===== src/hdl/cds_pkg.sv =====
// Shared types, codes and calendar helpers for the calendar date subtractor.
package cds_pkg;

  localparam logic signed [15:0] YEAR_MIN = 16'sh8000;
  localparam int unsigned        NW       = 19;

  // Divisibility by 25 through the modular inverse of 25 modulo 2**17.
  localparam logic [16:0] YEAR_OFS  = 17'd32800;
  localparam logic [16:0] INV25     = 17'd89129;
  localparam logic [16:0] DIV25_LIM = 17'd5242;

  typedef enum logic [2:0] {
    F_DAYS       = 3'd0,
    F_WEEKS      = 3'd1,
    F_MONTHS     = 3'd2,
    F_YEARS      = 3'd3,
    F_DECADES    = 3'd4,
    F_CENTURY    = 3'd5,
    F_MILLENNIUM = 3'd6,
    F_NONE       = 3'd7
  } func_t;

  typedef enum logic [1:0] {
    OP_CLAMP = 2'd0,
    OP_DAY   = 2'd1,
    OP_MONTH = 2'd2,
    OP_YEAR  = 2'd3
  } op_t;

  typedef struct packed {
    logic [2:0]         func;
    logic [14:0]        amount;
    logic [4:0]         in_day;
    logic [3:0]         in_month;
    logic signed [15:0] in_year;
  } in_t;

  typedef struct packed {
    logic [4:0]         out_day;
    logic [3:0]         out_month;
    logic signed [15:0] out_year;
    logic               saturated;
  } out_t;

  typedef struct packed {
    logic [4:0]         day;
    logic [3:0]         month;
    logic signed [15:0] year;
    logic [NW-1:0]      n;
  } dstate_t;

  typedef struct packed {
    logic done;
    logic sat;
  } ctl_t;

  // Gregorian rule: divisible by 4 and (not by 100, or by 400).
  function automatic logic is_leap(input logic signed [15:0] y);
    logic [16:0] u;
    logic [16:0] p;
    logic        div25;
    u     = {y[15], y} + YEAR_OFS;
    p     = u * INV25;
    div25 = (p <= DIV25_LIM);
    return (y[1:0] == 2'b00) && (!div25 || (y[3:0] == 4'h0));
  endfunction

  function automatic logic [4:0] month_days(input logic [3:0] m, input logic leap);
    logic [4:0] len;
    unique case (m)
      4'd2:                      len = leap ? 5'd29 : 5'd28;
      4'd4, 4'd6, 4'd9, 4'd11:   len = 5'd30;
      default:                   len = 5'd31;
    endcase
    return len;
  endfunction

endpackage


===== src/hdl/cds_step_unit.sv =====
// Shared date step unit: one clamp, day, month or year step per cycle.
module cds_step_unit (
  input  cds_pkg::op_t     op,
  input  cds_pkg::dstate_t cur,
  output cds_pkg::dstate_t nxt,
  output cds_pkg::ctl_t    ctl
);
  import cds_pkg::*;

  logic                     leap;
  logic [3:0]               prev_m;
  logic [4:0]               cur_len;
  logic [4:0]               prev_len;
  logic [4:0]               feb_len;
  logic [8:0]               ylen;
  logic                     y_min;
  logic signed [NW:0]       ny;
  logic [NW-1:0]            day_ext;

  assign leap     = is_leap(cur.year);
  assign prev_m   = cur.month - 4'd1;
  assign cur_len  = month_days(cur.month, leap);
  assign prev_len = month_days(prev_m, leap);
  assign feb_len  = leap ? 5'd29 : 5'd28;
  assign ylen     = leap ? 9'd366 : 9'd365;
  assign y_min    = (cur.year == YEAR_MIN);
  assign ny       = {{(NW-15){cur.year[15]}}, cur.year} - $signed({1'b0, cur.n});
  assign day_ext  = {{(NW-5){1'b0}}, cur.day};

  always_comb begin
    nxt = cur;
    ctl = '0;
    unique case (op)
      OP_CLAMP: begin
        if (cur.day > cur_len) nxt.day = cur_len;
      end
      OP_DAY: begin
        if (cur.n == '0) begin
          ctl.done = 1'b1;
        end else if (day_ext > cur.n) begin
          nxt.day = cur.day - cur.n[4:0];
          nxt.n   = '0;
        end else if (cur.month == 4'd12 && cur.day == 5'd31 && !y_min &&
                     cur.n >= {{(NW-9){1'b0}}, ylen}) begin
          // skip a whole year from 31 December
          nxt.year = cur.year - 16'sd1;
          nxt.n    = cur.n - {{(NW-9){1'b0}}, ylen};
        end else if (cur.month == 4'd1) begin
          if (y_min) begin
            nxt.day   = 5'd1;
            nxt.month = 4'd1;
            ctl.done  = 1'b1;
            ctl.sat   = 1'b1;
          end else begin
            nxt.year  = cur.year - 16'sd1;
            nxt.month = 4'd12;
            nxt.day   = 5'd31;
            nxt.n     = cur.n - day_ext;
          end
        end else begin
          nxt.month = prev_m;
          nxt.day   = prev_len;
          nxt.n     = cur.n - day_ext;
        end
      end
      OP_MONTH: begin
        if (cur.n == '0) begin
          ctl.done = 1'b1;
        end else if (cur.month > 4'd2 && !y_min && cur.n >= NW'(12)) begin
          // twelve months back pass this year's February only
          nxt.year = cur.year - 16'sd1;
          nxt.n    = cur.n - NW'(12);
          if (cur.day > feb_len) nxt.day = feb_len;
        end else if (cur.month == 4'd1) begin
          if (y_min) begin
            nxt.day   = 5'd1;
            nxt.month = 4'd1;
            ctl.done  = 1'b1;
            ctl.sat   = 1'b1;
          end else begin
            nxt.year  = cur.year - 16'sd1;
            nxt.month = 4'd12;
            nxt.n     = cur.n - NW'(1);
          end
        end else begin
          nxt.month = prev_m;
          if (cur.day > prev_len) nxt.day = prev_len;
          nxt.n = cur.n - NW'(1);
        end
      end
      OP_YEAR: begin
        ctl.done = 1'b1;
        nxt.n    = '0;
        if (ny < -(NW+1)'(32768)) begin
          nxt.year = YEAR_MIN;
          ctl.sat  = 1'b1;
        end else begin
          nxt.year = ny[15:0];
        end
      end
      default: begin
        ctl.done = 1'b1;
      end
    endcase
  end

endmodule


===== src/hdl/calendar_date_subtractor.sv =====
// Calendar date subtractor top level: sequencer, state registers and result register.
// Sequence: the accepting edge loads the date and amount, S_CLAMP clamps the day, then
//   S_RUN takes one advancing step at a time until the step unit reports done. Year modes
//   finish at the first S_RUN step; day and week modes skip whole years from 31 December,
//   then step back a month at a time; month mode skips twelve months when it can, then single months.
// Throughput: one transaction at a time; in_ready rises only when the result is written, so
//   the next is not taken before then and the steps of each transaction set the rate.
// Reset: rst_n synchronous, active low; clears the sequencer and the result valid.
module calendar_date_subtractor (
  input  logic           clk,
  input  logic           rst_n,
  input  logic           in_valid,
  output logic           in_ready,
  input  cds_pkg::in_t   in_data,
  output logic           out_valid,
  input  logic           out_ready,
  output cds_pkg::out_t  out_data
);
  import cds_pkg::*;

  typedef enum logic [2:0] {
    S_IDLE  = 3'b001,
    S_CLAMP = 3'b010,
    S_RUN   = 3'b100
  } state_t;

  state_t  state_r, state_nxt;
  dstate_t cur_r, cur_nxt;
  op_t     op_r, op_nxt;
  out_t    out_r, out_nxt;
  logic    out_valid_r, out_valid_nxt;

  op_t     unit_op;
  dstate_t unit_nxt;
  ctl_t    unit_ctl;

  logic [3:0]    ld_month;
  logic [4:0]    ld_day;
  logic [NW-1:0] amt;
  logic          out_free;

  assign in_ready  = (state_r == S_IDLE);
  assign out_valid = out_valid_r;
  assign out_data  = out_r;
  assign out_free  = !out_valid_r || out_ready;

  // Clamp the day against the month length in the S_CLAMP state, then run the mode.
  assign unit_op = (state_r == S_CLAMP) ? OP_CLAMP : op_r;

  cds_step_unit u_step (
    .op  (unit_op),
    .cur (cur_r),
    .nxt (unit_nxt),
    .ctl (unit_ctl)
  );

  // Fix out-of-range month and zero day on load; the day clamp, which needs the leap flag, waits for S_CLAMP.
  always_comb begin
    if (in_data.in_month == 4'd0)       ld_month = 4'd1;
    else if (in_data.in_month > 4'd12)  ld_month = 4'd12;
    else                                ld_month = in_data.in_month;
    ld_day = (in_data.in_day == 5'd0) ? 5'd1 : in_data.in_day;
    amt    = {{(NW-15){1'b0}}, in_data.amount};
  end

  always_comb begin
    state_nxt     = state_r;
    cur_nxt       = cur_r;
    op_nxt        = op_r;
    out_nxt       = out_r;
    out_valid_nxt = out_valid_r && !out_ready;
    unique case (state_r)
      S_IDLE: begin
        if (in_valid) begin
          cur_nxt.day   = ld_day;
          cur_nxt.month = ld_month;
          cur_nxt.year  = in_data.in_year;
          unique case (func_t'(in_data.func))
            F_DAYS: begin
              op_nxt    = OP_DAY;
              cur_nxt.n = amt;
            end
            F_WEEKS: begin
              op_nxt    = OP_DAY;
              cur_nxt.n = (amt << 3) - amt;
            end
            F_MONTHS: begin
              op_nxt    = OP_MONTH;
              cur_nxt.n = amt;
            end
            F_YEARS: begin
              op_nxt    = OP_YEAR;
              cur_nxt.n = amt;
            end
            F_DECADES: begin
              op_nxt    = OP_YEAR;
              cur_nxt.n = (amt << 3) + (amt << 1);
            end
            F_CENTURY: begin
              op_nxt    = OP_YEAR;
              cur_nxt.n = NW'(100);
            end
            F_MILLENNIUM: begin
              op_nxt    = OP_YEAR;
              cur_nxt.n = NW'(1000);
            end
            default: begin
              // unused mode: return the corrected date
              op_nxt    = OP_DAY;
              cur_nxt.n = '0;
            end
          endcase
          state_nxt = S_CLAMP;
        end
      end
      S_CLAMP: begin
        cur_nxt   = unit_nxt;
        state_nxt = S_RUN;
      end
      S_RUN: begin
        if (unit_ctl.done) begin
          // hold here until the result register frees up
          if (out_free) begin
            out_nxt.out_day   = unit_nxt.day;
            out_nxt.out_month = unit_nxt.month;
            out_nxt.out_year  = unit_nxt.year;
            out_nxt.saturated = unit_ctl.sat;
            out_valid_nxt     = 1'b1;
            state_nxt         = S_IDLE;
          end
        end else begin
          cur_nxt = unit_nxt;
        end
      end
      default: begin
        state_nxt = S_IDLE;
      end
    endcase
  end

  always_ff @(posedge clk) begin
    if (!rst_n) begin
      state_r     <= S_IDLE;
      out_valid_r <= 1'b0;
    end else begin
      state_r     <= state_nxt;
      out_valid_r <= out_valid_nxt;
    end
  end

  always_ff @(posedge clk) begin
    cur_r <= cur_nxt;
    op_r  <= op_nxt;
    out_r <= out_nxt;
  end

endmodule


===== config.mk =====
export PLATFORM = sky130hd
export DESIGN_NAME = calendar_date_subtractor
export DESIGN_NICKNAME = d
export VERILOG_FILES = /design/src/hdl/cds_pkg.sv /design/src/hdl/cds_step_unit.sv /design/src/hdl/calendar_date_subtractor.sv
export SDC_FILE = /design/constraint.sdc
export NUM_CORES = 1
export LEC_CHECK = 0
export BUFFER_PORTS_ARGS = -buffer_cell sky130_fd_sc_hd__buf_4
export CORE_MARGIN = 2
export CORE_UTILIZATION = 25
export DETAILED_ROUTE_END_ITERATION = 12
export PLACE_DENSITY_LB_ADDON = 0.08
export SYNTH_ARGS = -nofsm -noshare
export SYNTH_HDL_FRONTEND = slang
export SYNTH_SLANG_ARGS = --single-unit
export TNS_END_PERCENT = 10

===== constraint.sdc =====
create_clock -name clk -period 20 [get_ports clk]
set_input_delay 2 -clock clk [delete_from_list [all_inputs] [get_ports clk]]
set_output_delay 2 -clock clk [all_outputs]
set_load 0.05 [all_outputs]

==> run metrics, run 1 <==
outcome=complete, no violations; antenna-violating nets left=0; Post-DP Area=0.0130 sq mm; max incr delay on CP=0.75 ns; CTS Hold Buffers Added=0; post_cts resized=0; maximum buffer depth of the clock tree=2; crit path DAT=9.35 ns; HP Class=reg2reg; DP HPWL=35200 um; R2R Path Start=cur_r[26]; CTS Root Cell=clkbuf_16; Setup violations, final=0; Total GRT Usage=0.180; register area share after synthesis=0.190; Pwr per Cell Area=86.5 mW/mm^2; Leak Pwr=0.00548 uW; residual DRC count=0; Seq. cell area=0.00224 sq mm; Hold Path Origin=out_valid; clock sinks=76; Unique masters post-synth=85; fmax=108 MHz; period utilization=0.462; most frequently used flop master after synthesis=edfxtp_1; critical path's top delay family=adder cells; initial antenna violation count=0; Multi-input gate area=0.00877 sq mm; # rows=79; Startpoint Class=register; routed vias=11300; chip height=221 um; Fin Clk Skew=0.0205 ns; largest net degree at the start of global routing=37; min cycle time layout=9.23 ns; FF+latch count, synth=76; clock slew at reported path FFs=0.07 ns; crit end category=register; ant diodes=0; placeable core area=0.0466 sq mm; number of flops mapped to enable cells by yosys=72; I/O pins=75; Synth Cell Area=0.0118 sq mm; critical path's most frequent cell=ha_1; final net count=1743; Slew HR=0.239; Async S/R FF share, synth=0; Layout area overhead=12.7%; final instance area=0.0133 sq mm; RePlAce Congestion=0.826; share of post-route cells with drive strength above 1=0.0920; WS Path Type=reg2reg; Total Wirelength=44600 um; slew at the pin closest to its max-slew limit=1.14 ns; vias in the first global route=11300; CTS Buf Count=9; count of pins over their slew limit=0; Cells after Synth=1480; WP data required=20.12 ns; Post-CTS Setup Bufs=0; Slowest cell on crit path=nand2_1; final hold viol count=0; yosys synthesis warning count=0; H-tree depth=3; TritonCTS clock tree=done; max-cap check violation count=0; fin worst setup slack=10.77 ns; post-route setup TNS=0 ns; syn nets=1707; Crit Path Max Fanout=26; final worst hold slack=0.620 ns; first-pass GRT wire length=69000 um; port bufs=74; fill cell count=5073; Initial Util=0.253; Crit. Startpoint=cur_r[26]; die area=0.0489 sq mm; RSZ-0062 raised after global routing=false; Worst Path Buf+Inv=3; Routed wire per std cell=20.9 um; Max IR drop VDD=100 uV; Synth Area per Inst=7.97 sq um; Iteration-0 DRC Markers=700; Clock Latency Late Sink=0.38 ns; DIE WIDTH=221 um; dpl ws=10.88 ns; average vias per placed instance=5.31; GR Overflow Total=0; router iterations before antenna repair=5
layout by cell type (no fill, tap or decap), types with 6 or more instances in the layout:
cell type	instances
a211o_1	9
a211oi_1	18
a21boi_0	6
a21o_1	32
a21oi_1	108
a221oi_1	7
a22o_1	7
a31oi_1	14
a32oi_1	6
and2_1	11
and3_1	15
buf_4	91
clkbuf_16	9
edfxtp_1	72
fa_1	26
ha_1	154
inv_1	138
mux2_2	12
mux2i_1	9
nand2_1	116
nand2b_1	9
nand3_1	40
nand4_1	18
nor2_1	112
nor2b_1	13
nor3_1	55
nor4_1	15
o2111ai_1	8
o211ai_1	15
o21a_1	25
o21ai_0	101
o21bai_1	6
o221ai_1	9
o22ai_1	17
o31ai_1	12
or3_1	10
xnor2_1	59
xor2_1	19
power by group:
group / total, uW / switching, uW / leakage, uW / internal (uW)
combinational: 746 / 432 / 0.00462 / 313
clock: 189 / 79.0 / 0.000153 / 110
sequential: 215 / 25.7 / 0.000711 / 189
total: 1150 / 537 / 0.00548 / 612
synthesized netlist by cell type, drive strengths merged (8+ instances only):
cell type,n,area (sq um)
a211o,9,78.8
a211oi,19,148
a21o,32,240
a21oi,111,563
a31oi,14,87.6
and2,14,90.1
and3,15,93.8
buf,16,85.1
clkbuf,50,189
edfxtp,72,2160
fa,26,521
ha,154,1930
inv,138,518
mux2,13,146
mux2i,9,90.1
nand2,116,435
nand2b,9,56.3
nand3,40,200
nand4,18,113
nor2,113,424
nor2b,13,81.3
nor3,55,275
nor4,16,106
o2111ai,8,70.1
o211ai,16,125
o21a,25,188
o21ai,105,537
o221ai,9,78.8
o22ai,17,106
o31ai,12,90.1
or3,11,73.8
xnor2,59,517
xor2,19,166
through the flow:
step | cells | total power (uW) | utilization
global route | 2128 | 1270 | 0.285
CTS | 2128 | 1170 | 0.285
global placement | 2112 | 978 | 0.279
detailed placement | 2112 | 972 | 0.279
floorplan | 1480 | 774 | -
finish | 2128 | 1150 | 0.285
layer usage:
| metal | part of all wire | track usage | up-vias |
|---|---|---|---|
| met5 | 0 | 0 | - |
| met4 | 0.018 | 0.0446 | 0 |
| met3 | 0.029 | 0.0155 | 39 |
| met2 | 0.48 | 0.311 | 226 |
| met1 | 0.47 | 0.240 | 5476 |
| li1 | - | - | 5553 |
final cells by class:
type	instances	area share
flip-flops and latches	76	0.169
repair buffers	91	0.0514
multi-input cells	1200	0.660
inverters	138	0.0390
clock buffers	10	0.0172
clock inverters	6	0.00678
well taps	607	0.0572
state kept, by name, indices dropped and copies added, names as in the netlist:
register / flops
cur_r: 44
out_data: 26
state_r: 3
op_r: 2
out_valid: 1
worst min-delay path: stages, from the launching register on:
cell     delay (ns)
dfxtp_1        0.35
nor2b_1        0.14
o21a_1         0.11
final timing paths:
| kind | endpoint | slack [ns] | depth (start not counted) |
|---|---|---|---|
| setup reg to reg | cur_r[38] | 10.77 | 29 |
| hold reg to reg | out_valid | 0.62 | 2 |
| setup / recovery | cur_r[38] | 10.77 | 29 |
| hold / removal | out_valid | 0.62 | 2 |
kinds of logic after synthesis:
| family | synth area share |
|---|---|
| AO/OA/AOI/OAI | 0.272 |
| multiplexers | 0.0201 |
| flip-flops | 0.190 |
| XOR/XNOR | 0.0617 |
| buffers and inverters | 0.0672 |
| AND/OR/NAND/NOR | 0.182 |
| adder cells (fa/ha/maj) | 0.208 |
Note: power is estimated with default switching activity, not from simulation.
==> run 2: changes to the inputs <==
Settings changed: ABC_AREA set to 1.
Clock period 20 ns to 7.6 ns, I/O delays scaled along.
==> run metrics, run 2 <==
Seq pwr share=0.117; Combinational Power Share=0.788; # rows=83; CTS Buf Count=9; placed insts=2702; Post-DP Area=0.0146 sq mm; post-synth top area cell=edfxtp_1; Leak Pwr=0.00715 uW; max FFs per register=44; Cells after Synth=1930; HP Class=in2reg; port bufs=74; Total GRT Usage=0.190; Core Util, Final=0.304; max-cap check violation count=0; number of flops mapped to enable cells by yosys=72; min cycle time layout=7.40 ns; residual DRC count=0; largest register by flop count=cur_r; Setup violations, final=0; slew at the pin closest to its max-slew limit=1.06 ns; commonest cells in the netlist=426 x nand2_1, 265 x inv_1, 174 x o21ai_0; antenna-violating nets left=0; initial antenna violation count=1; commonest cells after routing, fill and taps aside=417 x nand2_1, 255 x inv_1, 164 x o21ai_0; RSZ-0062 raised after global routing=true; Fin Clk Skew=0.0139 ns; CTS Root Cell=clkbuf_16; router iterations before antenna repair=5; Slew HR=0.296; WS Path Type=reg2reg; crit path DAT=7.54 ns; maximum buffer depth of the clock tree=2; Sw Ratio=0.525; H-tree depth=3; count of pins over their slew limit=0; final net count=2289; DP HPWL=40600 um; fin cells=2747; Async S/R FF share, synth=0; crit end category=register; routed vias=13500; placeable core area=0.0513 sq mm; RePlAce Congestion=0.887; total power draw=5180 uW; average vias per placed instance=4.90; Slowest cell on crit path=fa_1; most common cell after layout, fill and taps aside=nand2_1; ant diodes=0; vias in the first global route=13400; Clock Latency Late Sink=0.39 ns; fmax=135 MHz; clock share of power=0.095; I/O pins=75; Initial Util=0.252; largest net degree at the start of global routing=47; Synth Area per Inst=6.71 sq um; Max IR drop VDD=445 uV; Unique masters post-synth=71; cells on worst reg2reg path=38; final hold viol count=0; largest cells by area after synthesis=edfxtp_1 17%, ha_1 15%, nand2_1 12%; first-pass GRT wire length=78100 um; R2R Path Start=cur_r[27]; DIE WIDTH=232 um; Iteration-0 DRC Markers=822; clock sinks=76; WP data required=7.74 ns; Crit. Startpoint=cur_r[27]; outcome=complete, no violations; most frequently used flop master after synthesis=edfxtp_1; crit path to=cur_r[30]; clock slew at reported path FFs=0.07 ns; Synth Cell Area=0.0130 sq mm; R2R Setup Slk=0.20 ns; syn nets=2157; most common cell in the netlist=nand2_1; Layout area overhead=20.5%; Routed wire per std cell=18.7 um; share of post-route cells with drive strength above 1=0.158; Pint=2460 uW; TritonCTS clock tree=done; Crit Path Max Fanout=8; Startpoint Class=register; Psw=2710 uW; final instance area=0.0156 sq mm; GR Overflow Total=0; CTS Hold Buffers Added=0; period utilization=0.974; Total Wirelength=51300 um; register area share after synthesis=0.173; yosys synthesis warning count=0; post-route setup TNS=0 ns; FF+latch count, synth=76; chip height=232 um; Pwr per Cell Area=332 mW/mm^2; reg2reg end=cur_r[30]; max incr delay on CP=0.50 ns; die area=0.0536 sq mm; Synth top area share=0.167
[run 2: final cells by class]
cell class                      instances  area, sq um
Fill cell                            5763        35700
Clock inverter                          6         88.8
Tap cell                              680          851
Multi-Input combinational cell       1509         9700
Sequential cell                        76         2240
Timing Repair Buffer                  170         1360
Inverter                              296         1140
Clock buffer                           10          229
[run 2: repair_timing]
action                                 in CTS  in global routing
endpoints found under the hold margin       0                  0
setup endpoints to repair                   1                 63
setup buffers                               2                 25
gates resized for setup                     1                 96
cloned                                      0                  2
pin swaps                                   1                 59
[run 2: worst min-delay path by stage]
stage	start	endpoint	slack, ns	cells past startpoint
after floorplan	state_r[0]	state_r[2]	0.57	3
after global routing	rst_n	state_r[0]	0.55	2
after detailed placement	state_r[1]	state_r[1]	0.59	3
final	rst_n	state_r[0]	0.58	2
after global placement	state_r[1]	state_r[1]	0.59	3
after CTS	rst_n	state_r[0]	0.55	2
[run 2: per-stage QoR]
stage	worst slack, ns	hold WS (ns)
3_5_place_dp	-0.00476	0.591
4_1_cts	0.0210	0.550
3_3_place_gp	0.154	0.590
6_report	0.195	0.576
5_1_grt	-0.170	0.554
2_1_floorplan	0.594	0.569
[run 2: cell families (layout without fill, tap and decap cells)]
| family | Yosys count | after routing | synth area share |
|---|---|---|---|
| AO/OA/AOI/OAI | 471 | 471 | 0.217 |
| XOR/XNOR | 71 | 71 | 0.0480 |
| adder cells (fa/ha/maj) | 180 | 180 | 0.189 |
| buffers and inverters | 345 | 482 | 0.109 |
| flip-flops | 76 | 76 | 0.173 |
| AND/OR/NAND/NOR | 787 | 787 | 0.265 |
[run 2: critical path, delay by kind of cell (launching register included)]
| family | cells | cell delay [ns] |
|---|---|---|
| adders and majority gates | 7 | 2.57 |
| AOI/OAI and AO/OA | 6 | 0.90 |
| and+or+nand+nor | 17 | 2.51 |
| DFF | 1 | 0.45 |
| buffers and inverters | 7 | 0.47 |
| xor gates and xnor gates | 1 | 0.24 |
[run 2: routing by layer]
| metal | GRT usage | part of all wire | routed length [um] | up-vias |
|---|---|---|---|---|
| li1 | - | - | - | 6776 |
| met1 | 0.243 | 0.46 | 23600 | 6378 |
| met2 | 0.335 | 0.49 | 25100 | 242 |
| met3 | 0.0234 | 0.027 | 1390 | 54 |
| met4 | 0.0549 | 0.023 | 1180 | 0 |
| met5 | 0 | 0 | 0 | - |
[run 2: power by group through the flow]
stage               clock (uW)  combinational, uW  sequential, uW
floorplan                    0               2380             579
finish                     492               4080             605
detailed placement           0               3260             613
global placement             0               3270             614
global route               524               4630             612
CTS                        511               3290             605
==> run 3: changes to the inputs <==
Clock period 7.6 ns to 9.55 ns, I/O delays scaled along.
==> run metrics, run 3 (synthesis gave the netlist of run 2 again) <==
average vias per placed instance=4.90; share of post-route cells with drive strength above 1=0.0946; Combinational Power Share=0.736; ant diodes=0; Initial Util=0.252; Layout area overhead=12.0%; fill cell count=5802; router iterations before antenna repair=5; initial antenna violation count=0; vias in the first global route=12800; chip height=232 um; Clock Latency Late Sink=0.40 ns; Total Wirelength=50300 um; clock share of power=0.115; Critical Path Stages=38; largest register by flop count=cur_r; clock slew at reported path FFs=0.07 ns; placeable core area=0.0513 sq mm; Setup violations, final=0; Seq pwr share=0.149; Leak Pwr=0.00670 uW; residual DRC count=0; slew at the pin closest to its max-slew limit=1.05 ns; Slew HR=0.292; most common cell after layout, fill and taps aside=nand2_1; port bufs=74; GR Overflow Total=0; Max IR drop VDD=132 uV; RePlAce Congestion=0.870; Pint=1520 uW; Sw Ratio=0.546; Pwr per Cell Area=230 mW/mm^2; antenna-violating nets left=0; crit path DAT=8.46 ns; R2R Setup Slk=1.23 ns; Seq. cell area=0.00224 sq mm; Post-CTS Setup Bufs=0; CTS Hold Buffers Added=0; min cycle time layout=8.32 ns; Crit Path Max Fanout=23; met2 Usage GRT=0.328; DIE WIDTH=232 um; R2R Path Start=cur_r[26]; placed insts=2651; max FFs per register=44; Routed wire per std cell=18.9 um; Fin Clk Skew=0.0156 ns; I/O pins=75; max-cap check violation count=0; H-tree depth=3; die area=0.0536 sq mm; maximum buffer depth of the clock tree=2; RSZ-0062 raised after global routing=false; max incr delay on CP=0.60 ns; Iteration-0 DRC Markers=696; final net count=2209; WS Path Type=reg2reg; routed vias=13100; Slowest cell on crit path=edfxtp_1; outcome=complete, no violations; # rows=83; Psw=1820 uW; Startpoint Class=register; CTS Root Cell=clkbuf_16; period utilization=0.871; count of pins over their slew limit=0; crit end category=register; post-route setup TNS=0 ns; fin cells=2667; Crit. Startpoint=cur_r[26]; GRT Max-Usage Layer=met2; WP data required=9.69 ns; post_cts resized=0; fmax=120 MHz; first-pass GRT wire length=76400 um; met1 Resource Use GR=0.244; Worst Path Buf+Inv=4; reg2reg end=cur_r[19]; Total GRT Usage=0.188; DP HPWL=39900 um; clock sinks=76; final hold viol count=0; met3 global-route usage=0.0218; largest net degree at the start of global routing=47; Multi-input gate area=0.00931 sq mm; critical path's top delay family=adder cells; cells on worst reg2reg path=38; CTS Buf Count=9; HP Class=reg2reg; critical path's most frequent cell=nor2_1; crit path to=cur_r[19]; commonest cells after routing, fill and taps aside=426 x nand2_1, 265 x inv_1, 174 x o21ai_0; TritonCTS clock tree=done
[run 3: changes by cell type in the layout (fill, tap and decap cells not counted), moves of 5 or more]
cell / before / now
nor2_1: 144 / 149
nand2_1: 417 / 426
inv_1: 255 / 265
nand3_1: 96 / 102
ha_1: 140 / 154
buf_4: 163 / 90
inv_2: 24 / 18
o21ai_1: 22 / 15
nand3_2: 5 / 0
nand2_2: 13 / 6
ha_4: 13 / 0
o21ai_0: 164 / 174
[run 3: how the worst min path moves through the flow]
stage                     from          to  slack, ns  cells past startpoint
finish              state_r[1]  state_r[1]       0.61                      3
global route        state_r[1]  state_r[1]       0.66                      3
CTS                 state_r[1]  state_r[1]       0.61                      3
detailed placement  state_r[1]  state_r[1]       0.60                      3
global placement    state_r[1]  state_r[1]       0.59                      3
floorplan           state_r[0]  state_r[2]       0.57                      3
[run 3: power by group through the flow]
stage	registers [uW]	logic (uW)	clock network, uW
after floorplan	461	1890	0
after global placement	505	2500	0
after detailed placement	506	2470	0
after CTS	499	2490	400
after global routing	506	2880	409
final	498	2460	386
[run 3: per-stage QoR]
step | hold slack (ns) | instance area [sq um] | power [uW] | util | setup WS (ns)
after floorplan | 0.569 | 13000 | 2350 | - | 2.54
after global placement | 0.591 | 14200 | 3000 | 0.277 | 1.35
after detailed placement | 0.595 | 14200 | 2970 | 0.277 | 1.27
after CTS | 0.608 | 14500 | 3390 | 0.283 | 1.23
after global routing | 0.660 | 14500 | 3790 | 0.283 | 0.547
final | 0.614 | 14500 | 3340 | 0.283 | 1.23
[run 3: routing by layer]
metal	share of wire	up-vias
met5	0	-
met1	0.46	6166
met2	0.49	248
met3	0.030	48
li1	-	6614
met4	0.021	0
[run 3: area by class of cell]
type | instances | share of cell area
Timing Repair Buffer | 90 | 0.0466
Clock buffer | 10 | 0.0165
Inverter | 296 | 0.0773
Tap cell | 680 | 0.0586
Sequential cell | 76 | 0.155
Clock inverter | 6 | 0.00483
Multi-Input combinational cell | 1509 | 0.642
[run 3: tightest hold or removal path, cell delays in order (launching register included)]
cell	delay, ns
dfxtp_1	0.33
nor3_1	0.09
inv_1	0.10
nor3_1	0.05
